**config.mk**
```make
export PLATFORM = sky130hd
export DESIGN_NAME = bbse_queue
export DESIGN_NICKNAME = d
export VERILOG_FILES = /design/src/sv/bbse_pkg.sv /design/src/sv/bbse_queue.sv
export VERILOG_INCLUDE_DIRS = /design/src /design/src/sv
export SDC_FILE = /design/constraint.sdc
export NUM_CORES = 1
export LEC_CHECK = 0
export ABC_AREA = 0
export BUFFER_PORTS_ARGS = -buffer_cell sky130_fd_sc_hd__clkbuf_2
export CAP_MARGIN = 30
export CORE_MARGIN = 8
export CORE_UTILIZATION = 35
export DETAILED_ROUTE_END_ITERATION = 16
export MAX_ROUTING_LAYER = met4
export PLACE_DENSITY_LB_ADDON = 0.1
export RECOVER_POWER = 25
export SLEW_MARGIN = 20
export SYNTH_ARGS = -nofsm -noshare
export SYNTH_HDL_FRONTEND = slang
export SYNTH_SLANG_ARGS = --single-unit
```
**constraint.sdc**
```tcl
create_clock -name clk_i -period 16.1 [get_ports clk_i]
set_clock_uncertainty 0.1 [all_clocks]
set_input_delay 2.415 -clock clk_i [delete_from_list [all_inputs] [get_ports clk_i]]
set_output_delay 2.415 -clock clk_i [all_outputs]
set_load 0.05 [all_outputs]
```
**src/sv/blob_box_and_slope_extractor_unit_assert.svh**
```systemverilog
// Assertion macros shared by the blob box and slope extractor RTL.
// Expects clk_i and rst_ni in the scope of each use.
`ifndef BLOB_BOX_AND_SLOPE_EXTRACTOR_UNIT_ASSERT_SVH
`define BLOB_BOX_AND_SLOPE_EXTRACTOR_UNIT_ASSERT_SVH

// property checked on every rising clock edge outside reset
`define BBSE_ASSERT(lbl, prop, msg) \
  lbl: assert property (@(posedge clk_i) disable iff (!rst_ni) prop) else $error(msg);

// condition that must never be true outside reset
`define BBSE_NEVER(lbl, cond, msg) \
  lbl: assert property (@(posedge clk_i) disable iff (!rst_ni) !(cond)) else $error(msg);

`endif

```
**src/sv/bbse_pkg.sv**
```systemverilog
// Shared types and constants of the blob box and slope extractor.
// No dependencies.
package bbse_pkg;

  localparam int unsigned CoordBits = 12;
  localparam int unsigned CountBits = 16;
  localparam logic [CountBits-1:0] MaxPoints = 16'hFFFF;
  localparam int unsigned SumBits   = 28;
  localparam int unsigned SqBits    = 40;
  localparam int unsigned ProdBits  = 56;
  localparam int unsigned NumBits   = 72;
  localparam int unsigned QuotBits  = 44;
  localparam int unsigned ScaleBits = 23;
  localparam int unsigned DimBits   = 13;
  localparam int unsigned NdBits    = 28;

  // one closed region as handed from front to back
  typedef struct packed {
    logic [CoordBits-1:0] left;
    logic [CoordBits-1:0] right;
    logic [CoordBits-1:0] top;
    logic [CoordBits-1:0] bottom;
    logic [CountBits-1:0] cnt;
    logic [SumBits-1:0]   sx;
    logic [SumBits-1:0]   sy;
    logic [SqBits-1:0]    sxx;
    logic [SqBits-1:0]    sxy;
    logic                 ovf;
  } region_t;

  typedef enum logic [8:0] {
    S_IDLE  = 9'b000000001,
    S_MUL1  = 9'b000000010,
    S_MUL2  = 9'b000000100,
    S_MUL3  = 9'b000001000,
    S_DIVS  = 9'b000010000,
    S_WDIV  = 9'b000100000,
    S_WSQ   = 9'b001000000,
    S_HDIV  = 9'b010000000,
    S_HSQ   = 9'b100000000
  } back_state_e;

endpackage

```
**src/sv/bbse_queue.sv**
```systemverilog
// Two-entry region queue between front and back.
// Depends on bbse_pkg and the assertion header.
`include "blob_box_and_slope_extractor_unit_assert.svh"
module bbse_queue (
  input  logic              clk_i,
  input  logic              rst_ni,
  input  logic              push_i,
  input  bbse_pkg::region_t data_i,
  output logic              full_o,
  input  logic              pop_i,
  output logic              avail_o,
  output bbse_pkg::region_t data_o
);

  bbse_pkg::region_t ent_q [2];
  logic [1:0] cnt_q;
  logic       wr_q, rd_q;

  assign full_o  = (cnt_q == 2'd2);
  assign avail_o = (cnt_q != 2'd0);
  assign data_o  = ent_q[rd_q];

  always_ff @(posedge clk_i or negedge rst_ni) begin
    if (!rst_ni) begin
      cnt_q <= '0;
      wr_q  <= 1'b0;
      rd_q  <= 1'b0;
    end else begin
      if (push_i) wr_q <= ~wr_q;
      if (pop_i)  rd_q <= ~rd_q;
      cnt_q <= cnt_q + {1'b0, push_i} - {1'b0, pop_i};
    end
  end

  always_ff @(posedge clk_i) begin
    if (push_i) ent_q[wr_q] <= data_i;
  end

  `BBSE_NEVER(a_q_overrun, push_i && full_o && !pop_i, "queue push while full")
  `BBSE_NEVER(a_q_underrun, pop_i && !avail_o, "queue pop while empty")
  `BBSE_NEVER(a_q_count, cnt_q == 2'd3, "queue count out of range")

endmodule

```
Yosys cells after proc, flatten, opt, wreduce, memory -nomap -nowiden. Memories as Yosys holds them, arrays and structs flattened. Index checks and enable logic that the tools add are counted.

Bitwise gates (word level): 2. Mux-type cells: 2. $add $sub $neg: 2. Equality and inequality tests: 1. Reduce and logical (&&, ||, !) cells: 1.

Operators with widths (number): 2-bit by 1-bit adder with 2-bit output (1); 2-bit == test, second input constant (1); 1-bit 2-to-1 mux (2); 1-bit inverter (2); 2-bit nonzero test (1); 2-bit by 1-bit subtractor with 2-bit output (1).

Logic and storage cells: 12. Output and inout bits: 203. Memories: 1. Memory bits (writable): 402. Register bits: 4.

Memories: ent_q (words 2, bits a word 201, rd ports 1, clocked after Yosys merged registers in 0, write ports 1, RTL line bbse_queue.sv:15) `bbse_pkg::region_t ent_q [2];`.

Longest topological paths before layout.
Depth in word-level cells: 2. Mapped depth: 5.

Worst setup path after synthesis. Ideal clock, no wire load.

Path type: input-to-reg. From: input push_i. To: memory ent_q[0][0] (netlist bit), enable pin. Required time: 15210 ps. Data arrival time: 11081 ps. Setup time: 790 ps. Stages on the path: 1. Slack: 4129 ps. Path through: nor2b_1.

Longest elaborated chain between the ends: 2.

Ends and longest elaborated chain: start: declaration (RTL line bbse_queue.sv:7) `input logic push_i,`; 1-bit 2-to-1 mux (RTL line bbse_queue.sv:36) `if (push_i) ent_q[wr_q] <= data_i;`; 1-bit 2-to-1 mux (implied by the code) (RTL line bbse_queue.sv:36); end: declaration (RTL line bbse_queue.sv:15).

Every way passes these cells.

==> results.cfg <==
[floorplan]
die_h_um = 221
initial_core_util_pct = 35.3
die_area_um2 = 48900
core_um2 = 41800
die_w_um = 221
num_rows = 75
io_pins = 408

[clock_tree]
clk_latency_ns = 0.56
cts_max_level = 2
numCtsBuffers = 45
cts_hold_buf = 0
cts_num_sinks = 406
ctsResizeCount = 0
cts_setup_buffers = 0
cts_tree = built
cts-root-buf = clkbuf_16
cts_max_path_buffers = 3
cts.clk_slew.worst_paths_ns = 0.06

[yosys]
syn_area_um2 = 14700
ys.flop_type = edfxtp_1
ys_seq_area_share_pct = 82.6
yosysMostFrequentCell = edfxtp_1
synth_area_leaders = edfxtp_1 82%, mux2_2 15%, buf_6 0.69%
synth-async-reset-ratio_pct = 0.985
synth_common_cells = 402 x edfxtp_1, 201 x mux2_2, 11 x buf_4
yosys.area.top_type = edfxtp_1
synthesis.nets = 847
synth_top_area_share_pct = 82.0
synth_edf_count = 402
syn_area_per_cell_um2 = 23.0
synthCells = 640
yosys_warnings = 0
yosys_register_bits = 406
ys_types = 13

[hold_path]
hp-class = reg2reg
hold_depth = 1

[sta]
setup_tns_ns = 0
fin_crit_sh_pct = 37.5
grt_setup_unrepaired = no
worstMarginPinSlew_ns = 0.920
fin_ws_ns = 10.07
drv_slew = 0
fmax_mhz = 166
setup_violations = 0
hold_violations = 0
slew_headroom_pct = 38.6
min_period_ns = 6.03

[route]
m1WireLength_um = 15200
wl_met2_um = 16300
postRouteAntennaNets = 0
wl_met3_um = 3120
dr.first_iter.drc_count = 396
dr.max_layer_used = met4
vias = 7573
drt_wl_total_um = 35500
firstDrtPassIters = 4
via_per_inst = 4.56
drc = 0
wl_per_cell_um = 21.4

[worst_setup_path]
crit_required_ns = 13.59
r2r_cells = 3
crit_path_frequent_cell = buf_4
cp_num_cells = 4
start_kind = flip-flop
arrival_ns = 3.52
crit_type = reg2out
cp_cell_sequence = buf_4 > buf_4 > mux2_2 > clkbuf_2
crit_buf_inv = 3
crit_family = buffers and inverters
cp-end-kind = output pin
path_max_fanout = 59
slowest_delay_ns = 0.73
critPathSlowestCell = buf_4

[flow_run]
maxCapViolCount = 0

[grt]
grt_max_degree = 118
gr-total-overflow = 0
track_usage_pct = 14.5
grt_pass1_vias = 8146
grt_pass1_wl_um = 52300
antenna_found_initial = 9

[final_layout]
drive_above_1_share_pct = 54.1
area_delta_synth_final_pct = 26.3
fillCellCount = 3782
fin_util_pct = 44.5
fin_cells = 1660
layout.nets = 1287

[placement]
dp.cells = 1572
dp.final_hpwl_um = 24500
routabilityCongestion = 0.788
pre_cts_slack_ns = 10.61
port_buffers = 407

[pwr]
power_density_nw_per_um2 = 214
leakagePower_nw = 6.84
ir_drop_uv = 108
p_total_mw = 3.97

[run_status]
status = finished clean
==> path summary, 6_finish.rpt <==
kind	from	endpoint	slack (ns)
max reg2reg	wr_q$_DFFE_PN0P_	ent_q[1][88]$_DFFE_PP_	13.16
min in group asynchronous	rst_ni	wr_q$_DFFE_PN0P_	1.58
min	wr_q$_DFFE_PN0P_	wr_q$_DFFE_PN0P_	0.45
max	rd_q$_DFFE_PN0P_	data_o[52]	10.07
min reg2reg	wr_q$_DFFE_PN0P_	wr_q$_DFFE_PN0P_	0.45
max in group asynchronous	rst_ni	rd_q$_DFFE_PN0P_	14.09
==> cells in the final DEF, fill, tap and decap left out, types with 2 or more instances in the layout <==
master     Yosys  layout
buf_4         11       7
clkbuf_1       0      84
mux2_2       201     201
clkinv_1       0      12
dfrtp_1        4       3
edfxtp_1     402     402
xor2_1         2       2
clkinv_2       0       9
clkbuf_16      0      47
clkbuf_2       0     331
diode_2        0       9
ha_1           2       2
inv_1          2       2
==> registers in the layout, indices dropped and copies added, names as in the netlist <==
register and count:
wr_q 1, cnt_q 2, rd_q 1, ent_q 402
==> cell families (layout without fill, tap and decap cells) <==
family / after synthesis / after routing / synth area share [%]
AND/OR/NAND/NOR: 4 / 4 / 0.170
multiplexers: 201 / 201 / 15.4
other: 0 / 9 / 0
adder cells (fa/ha/maj): 2 / 2 / 0.170
flip-flops: 406 / 406 / 82.6
buffers and inverters: 24 / 496 / 1.37
XOR/XNOR: 3 / 3 / 0.280
==> metal layers <==
metal | vias up | GRT usage, %
met4 | 0 | 5.42
met2 | 288 | 21.8
li1 | 3470 | -
met1 | 3760 | 17.6
met3 | 55 | 5.82
met5 | - | -
==> area by class of cell <==
cell class / instances / area (µm²) / area share [%]
sequential: 406 / 12200 / 65.5
multi-input combinational: 210 / 2360 / 12.7
clock inverter: 23 / 129 / 0.693
inverter: 2 / 7.51 / 0.0404
clock buffer: 56 / 1210 / 6.51
timing repair buffer: 415 / 2010 / 10.8
antenna: 9 / 22.5 / 0.121
tap: 539 / 674 / 3.63
==> where the power goes <==
part	switching [mW]	total, mW	leakage [nW]	internal [mW]
Clock	0.388	0.932	0.663	0.544
Sequential	0.0588	1.46	3.82	1.40
Combinational	1.18	1.58	2.36	0.398
Total	1.63	3.97	6.84	2.35
==> per-stage QoR <==
stage | hold slack [ns] | instance area [µm²]
2_1_floorplan | 0.355 | 14700
3_3_place_gp | 0.431 | 17300
3_5_place_dp | 0.441 | 17300
4_1_cts | 0.449 | 18700
5_1_grt | 0.496 | 18600
6_report | 0.445 | 18600
Note: power is estimated with default switching activity, not from simulation.
