<file path="config.mk">
export PLATFORM = sky130hd
export DESIGN_NAME = bbse_front
export DESIGN_NICKNAME = d
export VERILOG_FILES = /design/src/sv/blob_box_and_slope_extractor_unit_assert.svh /design/src/sv/bbse_pkg.sv /design/src/sv/bbse_front.sv
export SDC_FILE = /design/constraint.sdc
export NUM_CORES = 1
export LEC_CHECK = 0
export BUFFER_PORTS_ARGS = -buffer_cell sky130_fd_sc_hd__buf_2
export CORE_MARGIN = 2
export CORE_UTILIZATION = 41
export CTS_BUF_LIST = sky130_fd_sc_hd__clkbuf_16
export DETAILED_ROUTE_END_ITERATION = 8
export MAX_ROUTING_LAYER = met4
export PLACE_DENSITY_LB_ADDON = 0.25
export SLEW_MARGIN = 20
export SYNTH_ARGS = -nofsm -noshare
export SYNTH_HDL_FRONTEND = slang
export SYNTH_SLANG_ARGS = --single-unit
</file>
<file path="constraint.sdc">
create_clock -name clk_i -period 10.9 [get_ports clk_i]
set_input_delay 2.18 -clock clk_i [delete_from_list [all_inputs] [get_ports clk_i]]
set_output_delay 2.18 -clock clk_i [all_outputs]
set_load 0.005 [all_outputs]
</file>
<file path="src/sv/blob_box_and_slope_extractor_unit_assert.svh">
// Assertion macros shared by the blob box and slope extractor RTL.
// Expects clk_i and rst_ni in the scope of each use.
`ifndef BLOB_BOX_AND_SLOPE_EXTRACTOR_UNIT_ASSERT_SVH
`define BLOB_BOX_AND_SLOPE_EXTRACTOR_UNIT_ASSERT_SVH

// property checked on every rising clock edge outside reset
`define BBSE_ASSERT(lbl, prop, msg) \
  lbl: assert property (@(posedge clk_i) disable iff (!rst_ni) prop) else $error(msg);

// condition that must never be true outside reset
`define BBSE_NEVER(lbl, cond, msg) \
  lbl: assert property (@(posedge clk_i) disable iff (!rst_ni) !(cond)) else $error(msg);

`endif

</file>
<file path="src/sv/bbse_pkg.sv">
// Shared types and constants of the blob box and slope extractor.
// No dependencies.
package bbse_pkg;

  localparam int unsigned CoordBits = 12;
  localparam int unsigned CountBits = 16;
  localparam logic [CountBits-1:0] MaxPoints = 16'hFFFF;
  localparam int unsigned SumBits   = 28;
  localparam int unsigned SqBits    = 40;
  localparam int unsigned ProdBits  = 56;
  localparam int unsigned NumBits   = 72;
  localparam int unsigned QuotBits  = 44;
  localparam int unsigned ScaleBits = 23;
  localparam int unsigned DimBits   = 13;
  localparam int unsigned NdBits    = 28;

  // one closed region as handed from front to back
  typedef struct packed {
    logic [CoordBits-1:0] left;
    logic [CoordBits-1:0] right;
    logic [CoordBits-1:0] top;
    logic [CoordBits-1:0] bottom;
    logic [CountBits-1:0] cnt;
    logic [SumBits-1:0]   sx;
    logic [SumBits-1:0]   sy;
    logic [SqBits-1:0]    sxx;
    logic [SqBits-1:0]    sxy;
    logic                 ovf;
  } region_t;

  typedef enum logic [8:0] {
    S_IDLE  = 9'b000000001,
    S_MUL1  = 9'b000000010,
    S_MUL2  = 9'b000000100,
    S_MUL3  = 9'b000001000,
    S_DIVS  = 9'b000010000,
    S_WDIV  = 9'b000100000,
    S_WSQ   = 9'b001000000,
    S_HDIV  = 9'b010000000,
    S_HSQ   = 9'b100000000
  } back_state_e;

endpackage

</file>
<file path="src/sv/bbse_front.sv">
// Front end: accumulates box, count and sums one point per cycle.
// Depends on bbse_pkg.
module bbse_front (
  input  logic                            clk_i,
  input  logic                            rst_ni,
  input  logic                            acc_i,
  input  logic [bbse_pkg::CoordBits-1:0]  x_i,
  input  logic [bbse_pkg::CoordBits-1:0]  y_i,
  input  logic                            last_i,
  output logic                            push_o,
  output bbse_pkg::region_t               region_o
);

  logic [bbse_pkg::CountBits-1:0] cnt_q, cnt_d;
  logic [bbse_pkg::SumBits-1:0]   sx_q, sx_d, sy_q, sy_d;
  logic [bbse_pkg::SqBits-1:0]    sxx_q, sxx_d, sxy_q, sxy_d;
  logic                           ovf_q, ovf_d;
  logic [bbse_pkg::CoordBits-1:0] minx_q, minx_d, maxx_q, maxx_d;
  logic [bbse_pkg::CoordBits-1:0] miny_q, miny_d, maxy_q, maxy_d;
  logic                           first;

  assign first = (cnt_q == '0);

  always_comb begin
    cnt_d  = cnt_q;
    sx_d   = sx_q;
    sy_d   = sy_q;
    sxx_d  = sxx_q;
    sxy_d  = sxy_q;
    ovf_d  = ovf_q;
    minx_d = minx_q;
    maxx_d = maxx_q;
    miny_d = miny_q;
    maxy_d = maxy_q;
    if (acc_i) begin
      if (cnt_q == bbse_pkg::MaxPoints) begin
        ovf_d = 1'b1;
      end else begin
        minx_d = (first || x_i < minx_q) ? x_i : minx_q;
        maxx_d = (first || x_i > maxx_q) ? x_i : maxx_q;
        miny_d = (first || y_i < miny_q) ? y_i : miny_q;
        maxy_d = (first || y_i > maxy_q) ? y_i : maxy_q;
        cnt_d  = cnt_q + 1'b1;
        sx_d   = sx_q + bbse_pkg::SumBits'(x_i);
        sy_d   = sy_q + bbse_pkg::SumBits'(y_i);
        sxx_d  = sxx_q + bbse_pkg::SqBits'(x_i) * bbse_pkg::SqBits'(x_i);
        sxy_d  = sxy_q + bbse_pkg::SqBits'(x_i) * bbse_pkg::SqBits'(y_i);
      end
    end
  end

  assign push_o = acc_i & last_i;

  always_comb begin
    region_o.left   = minx_d;
    region_o.right  = maxx_d;
    region_o.top    = miny_d;
    region_o.bottom = maxy_d;
    region_o.cnt    = cnt_d;
    region_o.sx     = sx_d;
    region_o.sy     = sy_d;
    region_o.sxx    = sxx_d;
    region_o.sxy    = sxy_d;
    region_o.ovf    = ovf_d;
  end

  always_ff @(posedge clk_i or negedge rst_ni) begin
    if (!rst_ni) begin
      cnt_q <= '0;
      sx_q  <= '0;
      sy_q  <= '0;
      sxx_q <= '0;
      sxy_q <= '0;
      ovf_q <= 1'b0;
    end else if (push_o) begin
      cnt_q <= '0;
      sx_q  <= '0;
      sy_q  <= '0;
      sxx_q <= '0;
      sxy_q <= '0;
      ovf_q <= 1'b0;
    end else begin
      cnt_q <= cnt_d;
      sx_q  <= sx_d;
      sy_q  <= sy_d;
      sxx_q <= sxx_d;
      sxy_q <= sxy_d;
      ovf_q <= ovf_d;
    end
  end

  // box is reloaded by the first point of a region
  always_ff @(posedge clk_i) begin
    minx_q <= minx_d;
    maxx_q <= maxx_d;
    miny_q <= miny_d;
    maxy_q <= maxy_d;
  end

endmodule

</file>
# Word-level counts from Yosys, hierarchy flattened
# Cells that the tools add are included.
# op_classes
n_addsub	5
mul	2
n_lt_le_gt_ge	4
eq_ne	1
mux	30
bitwise	1
n_reduce_logical	5
# op_table
cell	n
40-bit 2-to-1 mux	6
28-bit 2-to-1 mux	6
12-bit 2-to-1 mux	12
40-bit by 24-bit adder with 40-bit output	2
28-bit by 12-bit adder with 28-bit output	2
12-bit by 12-bit multiplier with 24-bit output	2
16-bit 2-to-1 mux	3
12-bit > comparator	2
12-bit < comparator	2
16-bit by 1-bit adder with 16-bit output (second input constant)	1
16-bit equality test (second input constant)	1
16-bit zero test	1
1-bit logical OR	4
1-bit 2-to-1 mux	3
1-bit bitwise AND	1
# totals
regBits	201
in_bits	28
output_inout_bits	202
wordCells	58

# Longest topological paths before layout
# depth
depth_word	5
ltp_mapped	24
ltp_nobuf	21

# Least setup slack after synthesis
# Ideal clock, no wire load.
# synth_timing
kind	input -> output
startpoint	input x_i[9] (netlist name)
endpoint	output region_o[33] (netlist name)
arrival_time_ps	7316
required_ps	8720
slack_ps	1404
cell_stages	20
path_buffers	3
path_cell_list	clkbuf_1 > clkbuf_1 > nand2_1 > fa_1 > fa_1 > inv_1 > fa_1 > fa_1 > inv_1 > fa_1 > inv_1 > ha_1 > clkbuf_1 > nand4_1 > or3_1 > nor3_1 > o21ai_1 > a21oi_2 > nand3_1 > xnor2_1
# synth_lines
element	line	text
start: declaration	bbse_front.sv:7	input logic [bbse_pkg::CoordBits-1:0] x_i,
end: declaration	bbse_front.sv:11	output bbse_pkg::region_t region_o

==> results.json <==
{
  "status": "complete, no violations",
  "grt_first_pass_wirelength_mm": 99.6,
  "clk_pin_slew_worst_paths_ps": 60,
  "layout.nets": 3209,
  "rsz0062_at_grt": "no",
  "layout-drive-gt1-share_pct": 12.9,
  "startpoint_type": "input port",
  "placed_cell_area_sq_mm": 0.0242,
  "fin_area_sq_mm": 0.0251,
  "fp.dieH_microns": 238,
  "synthAdderAreaFrac_pct": 31.5,
  "wl_met2_mm": 28.9,
  "postCtsSetupBuffers": 0,
  "antenna_cells": 0,
  "synth_top_family_by_area": "adder cells",
  "core_sq_mm": 0.0539,
  "setup_viol_count_final": 0,
  "synth_flop_cell": "dfrtp_1",
  "end_kind": "primary output",
  "tightest_slew_ps": 1080,
  "fin_crit_sh_pct": 96.7,
  "avgSynthCellArea_sq_um": 8.69,
  "synth_compound_area_share_pct": 11.0,
  "clock-sinks": 201,
  "io_pins": 230,
  "start_util_pct": 41.5,
  "clockPowerShare_pct": 10.4,
  "clk_latency_ps": 590,
  "clock-root-buffer": "clkbuf_16",
  "synth_cell_types": 74,
  "cts_tree": "built",
  "holdBufCountCts": 0,
  "irDropWorstVdd_mv": 0.296,
  "hpwl_mm": 47.2,
  "num_rows": 85,
  "first_global_vias": 18700,
  "synth-simple-area-share_pct": 18.5,
  "numCtsBuffers": 27,
  "dp_slack_ps": 434,
  "p_switching_uw": 4610,
  "syn_to_final_growth_pct": 12.2,
  "drv_slew": 0,
  "slew_headroom_pct": 27.4,
  "fin_skew_ps": 13.2,
  "cts_buffer_depth": 3,
  "gp_congestion": 0.905,
  "die_w_microns": 238,
  "avgRoutedWirePerCell_microns": 17.9,
  "p_int_uw": 4280,
  "antenna_found_initial": 0,
  "fmax_ghz": 0.0949,
  "hp-class": "register to register",
  "grt_max_degree": 93,
  "p_total_uw": 8890,
  "wl_mm": 62.0,
  "yosysWarnings": 0,
  "leakagePower_uw": 0.0135,
  "vias_per_cell": 5.27,
  "wl_met3_mm": 4.18,
  "grt_util_all_layers_pct": 22.8,
  "p_seq_share_pct": 12.3,
  "cts_resized": 0,
  "synthesis.nets": 3034,
  "synth_area_sq_mm": 0.0224,
  "synth_edf_count": 0,
  "cp.required_ps": 8720,
  "worst-path-max-fanout": 29,
  "overflow": 0,
  "critPathKind": "input port to primary output",
  "timing.critical_path.cells": "buf_2, and2_1, inv_1, fa_1, inv_1, fa_1, inv_1, fa_1, inv_1, fa_1, inv_1, fa_1, inv_1, ha_1, and2_1, nand3_1, a211o_1, a21boi_1, o2111ai_1, a21oi_2, and4_1, xor2_1, buf_2",
  "highest_layer": "met4",
  "htreeDepth": 1,
  "netlist_instances": 2576,
  "vias": 18300,
  "fin_ws_ps": 362,
  "cp_common_cell": "inv_1",
  "drt_first_iter_violations": 1104,
  "switching_share_pct": 51.8,
  "post-route-drc-count": 0,
  "pwr_density_cell_mw_per_mm2": 354,
  "period_needed_ps": 10540,
  "comb_power_share_pct": 77.2,
  "maxCapViolCount": 0,
  "final_antenna_net_count": 0,
  "async_flop_share_pct": 76.1,
  "hold_viol_final": 0,
  "fin_setup_tns_ps": 0,
  "ys_ff_latch": 201,
  "dr.pass1.iters": 5,
  "crit_arrival_ps": 8360,
  "slowest_stage": "buf_2",
  "io_buffers": 229,
  "seq_area_frac_synth_pct": 21.4,
  "dieArea_sq_mm": 0.0565,
  "cpPeakStageDelay_ps": 550,
  "final_core_util_pct": 46.6,
  "synthMuxAreaShare_pct": 2.73,
  "met1_length_mm": 26.9,
  "synthXorXnorAreaFrac_pct": 5.16
}
==> final cells by class <==
type,count,area [sq um]
clock buffers,28,701
clock inverters,20,191
fillers,5190,28800
inverters,455,1710
multi-input cells,1807,15500
flip-flops and latches,201,4790
well taps,696,871
repair buffers,259,1380
==> placed cells by master (no fill, tap or decap), types with 9 or more instances in the layout <==
| cell | Yosys | layout |
|---|---|---|
| xnor2_1 | 73 | 73 |
| and2_1 | 219 | 219 |
| o2111ai_1 | 14 | 14 |
| buf_2 | 16 | 228 |
| a21oi_1 | 82 | 82 |
| dfrtp_1 | 153 | 153 |
| nor4_1 | 9 | 9 |
| o311a_1 | 10 | 10 |
| nor3_1 | 24 | 24 |
| clkbuf_16 | 0 | 28 |
| dfxtp_1 | 48 | 48 |
| o21a_1 | 14 | 14 |
| fa_1 | 224 | 224 |
| xor2_1 | 59 | 59 |
| a31oi_1 | 15 | 15 |
| and3_1 | 18 | 18 |
| buf_4 | 1 | 30 |
| o21ai_0 | 103 | 101 |
| nand4_1 | 44 | 44 |
| nor2b_1 | 13 | 13 |
| nor2_1 | 76 | 76 |
| ha_1 | 206 | 206 |
| a21o_1 | 55 | 55 |
| a211oi_1 | 10 | 10 |
| o31ai_1 | 11 | 10 |
| mux2i_1 | 25 | 25 |
| nand2b_1 | 25 | 25 |
| mux2_2 | 32 | 32 |
| nand2_1 | 299 | 298 |
| inv_1 | 454 | 456 |
| nand3_1 | 54 | 54 |
==> state kept, by name, summed over array words and instances, names as in the netlist <==
signal  cells
sxx_q      40
sxy_q      40
sx_q       28
sy_q       28
cnt_q      16
maxx_q     12
maxy_q     12
minx_q     12
miny_q     12
ovf_q       1
==> power by group through the flow <==
stage / Combinational [uW] / Sequential (uW) / Clock [uW]
finish: 6870 / 1100 / 928
global route: 7800 / 1120 / 983
CTS: 6880 / 1100 / 960
detailed placement: 6820 / 1110 / 0
global placement: 6740 / 1100 / 0
floorplan: 4830 / 1070 / 0
==> stage by stage <==
| step | cells | hold slack [ps] |
|---|---|---|
| floorplan | 2576 | 471 |
| global placement | 3418 | 482 |
| detailed placement | 3418 | 485 |
| CTS | 3466 | 502 |
| global route | 3466 | 519 |
| finish | 3466 | 499 |
==> critical path, delay by kind of cell <==
kind | cells | cell delay (ps)
compound gates | 4 | 1260
xor+xnor | 1 | 160
fa+ha+maj | 6 | 2810
buf+inv | 8 | 1000
simple gates | 4 | 900
==> path summary, 6_finish.rpt <==
kind                                start  slack [ps]      endpoint  cells after the start
worst max register to register   sxy_q[7]        5700     sxy_q[37]                     18
worst min register to register  maxx_q[1]         500     maxx_q[1]                      1
worst max-delay path               x_i[7]         360  region_o[69]                     23
worst min-delay path            maxx_q[1]         500     maxx_q[1]                      1
max in group asynchronous          rst_ni        7540     sxx_q[11]                      3
min in group asynchronous          rst_ni        1650      sx_q[20]                      1
==> kinds of logic after synthesis <==
group                      count (synthesis)
xor gates and xnor gates                 132
muxes                                     57
and+or+nand+nor                          816
adders and majority gates                430
DFF                                      201
AOI/OAI and AO/OA                        372
buffers and inverters                    568
==> Yosys cell counts, drive strengths merged, types with 8 or more instances <==
cell type	instances	area [sq um]
a211oi	10	75.1
a21o	55	413
a21oi	84	428
a31oi	15	93.8
and2	219	1370
and3	18	113
and4	8	72.6
buf	24	114
clkbuf	89	335
dfrtp	153	3830
dfxtp	48	961
fa	224	4480
ha	206	2580
inv	454	1700
mux2	32	360
mux2i	25	250
nand2	299	1120
nand2b	25	156
nand3	54	270
nand4	44	275
nor2	76	285
nor2b	13	81.3
nor3	24	120
nor3b	8	60.1
nor4	9	56.3
o2111ai	17	168
o21a	14	105
o21ai	109	549
o311a	11	121
o31ai	11	82.6
xnor2	73	639
xor2	59	517
==> layer usage <==
metal / global-route usage (%) / vias up
li1: - / 8630
met4: 7.03 / 0
met3: 4.73 / 96
met5: - / -
met1: 29.1 / 9030
met2: 36.4 / 525
Power figures use the tool's default switching activity.
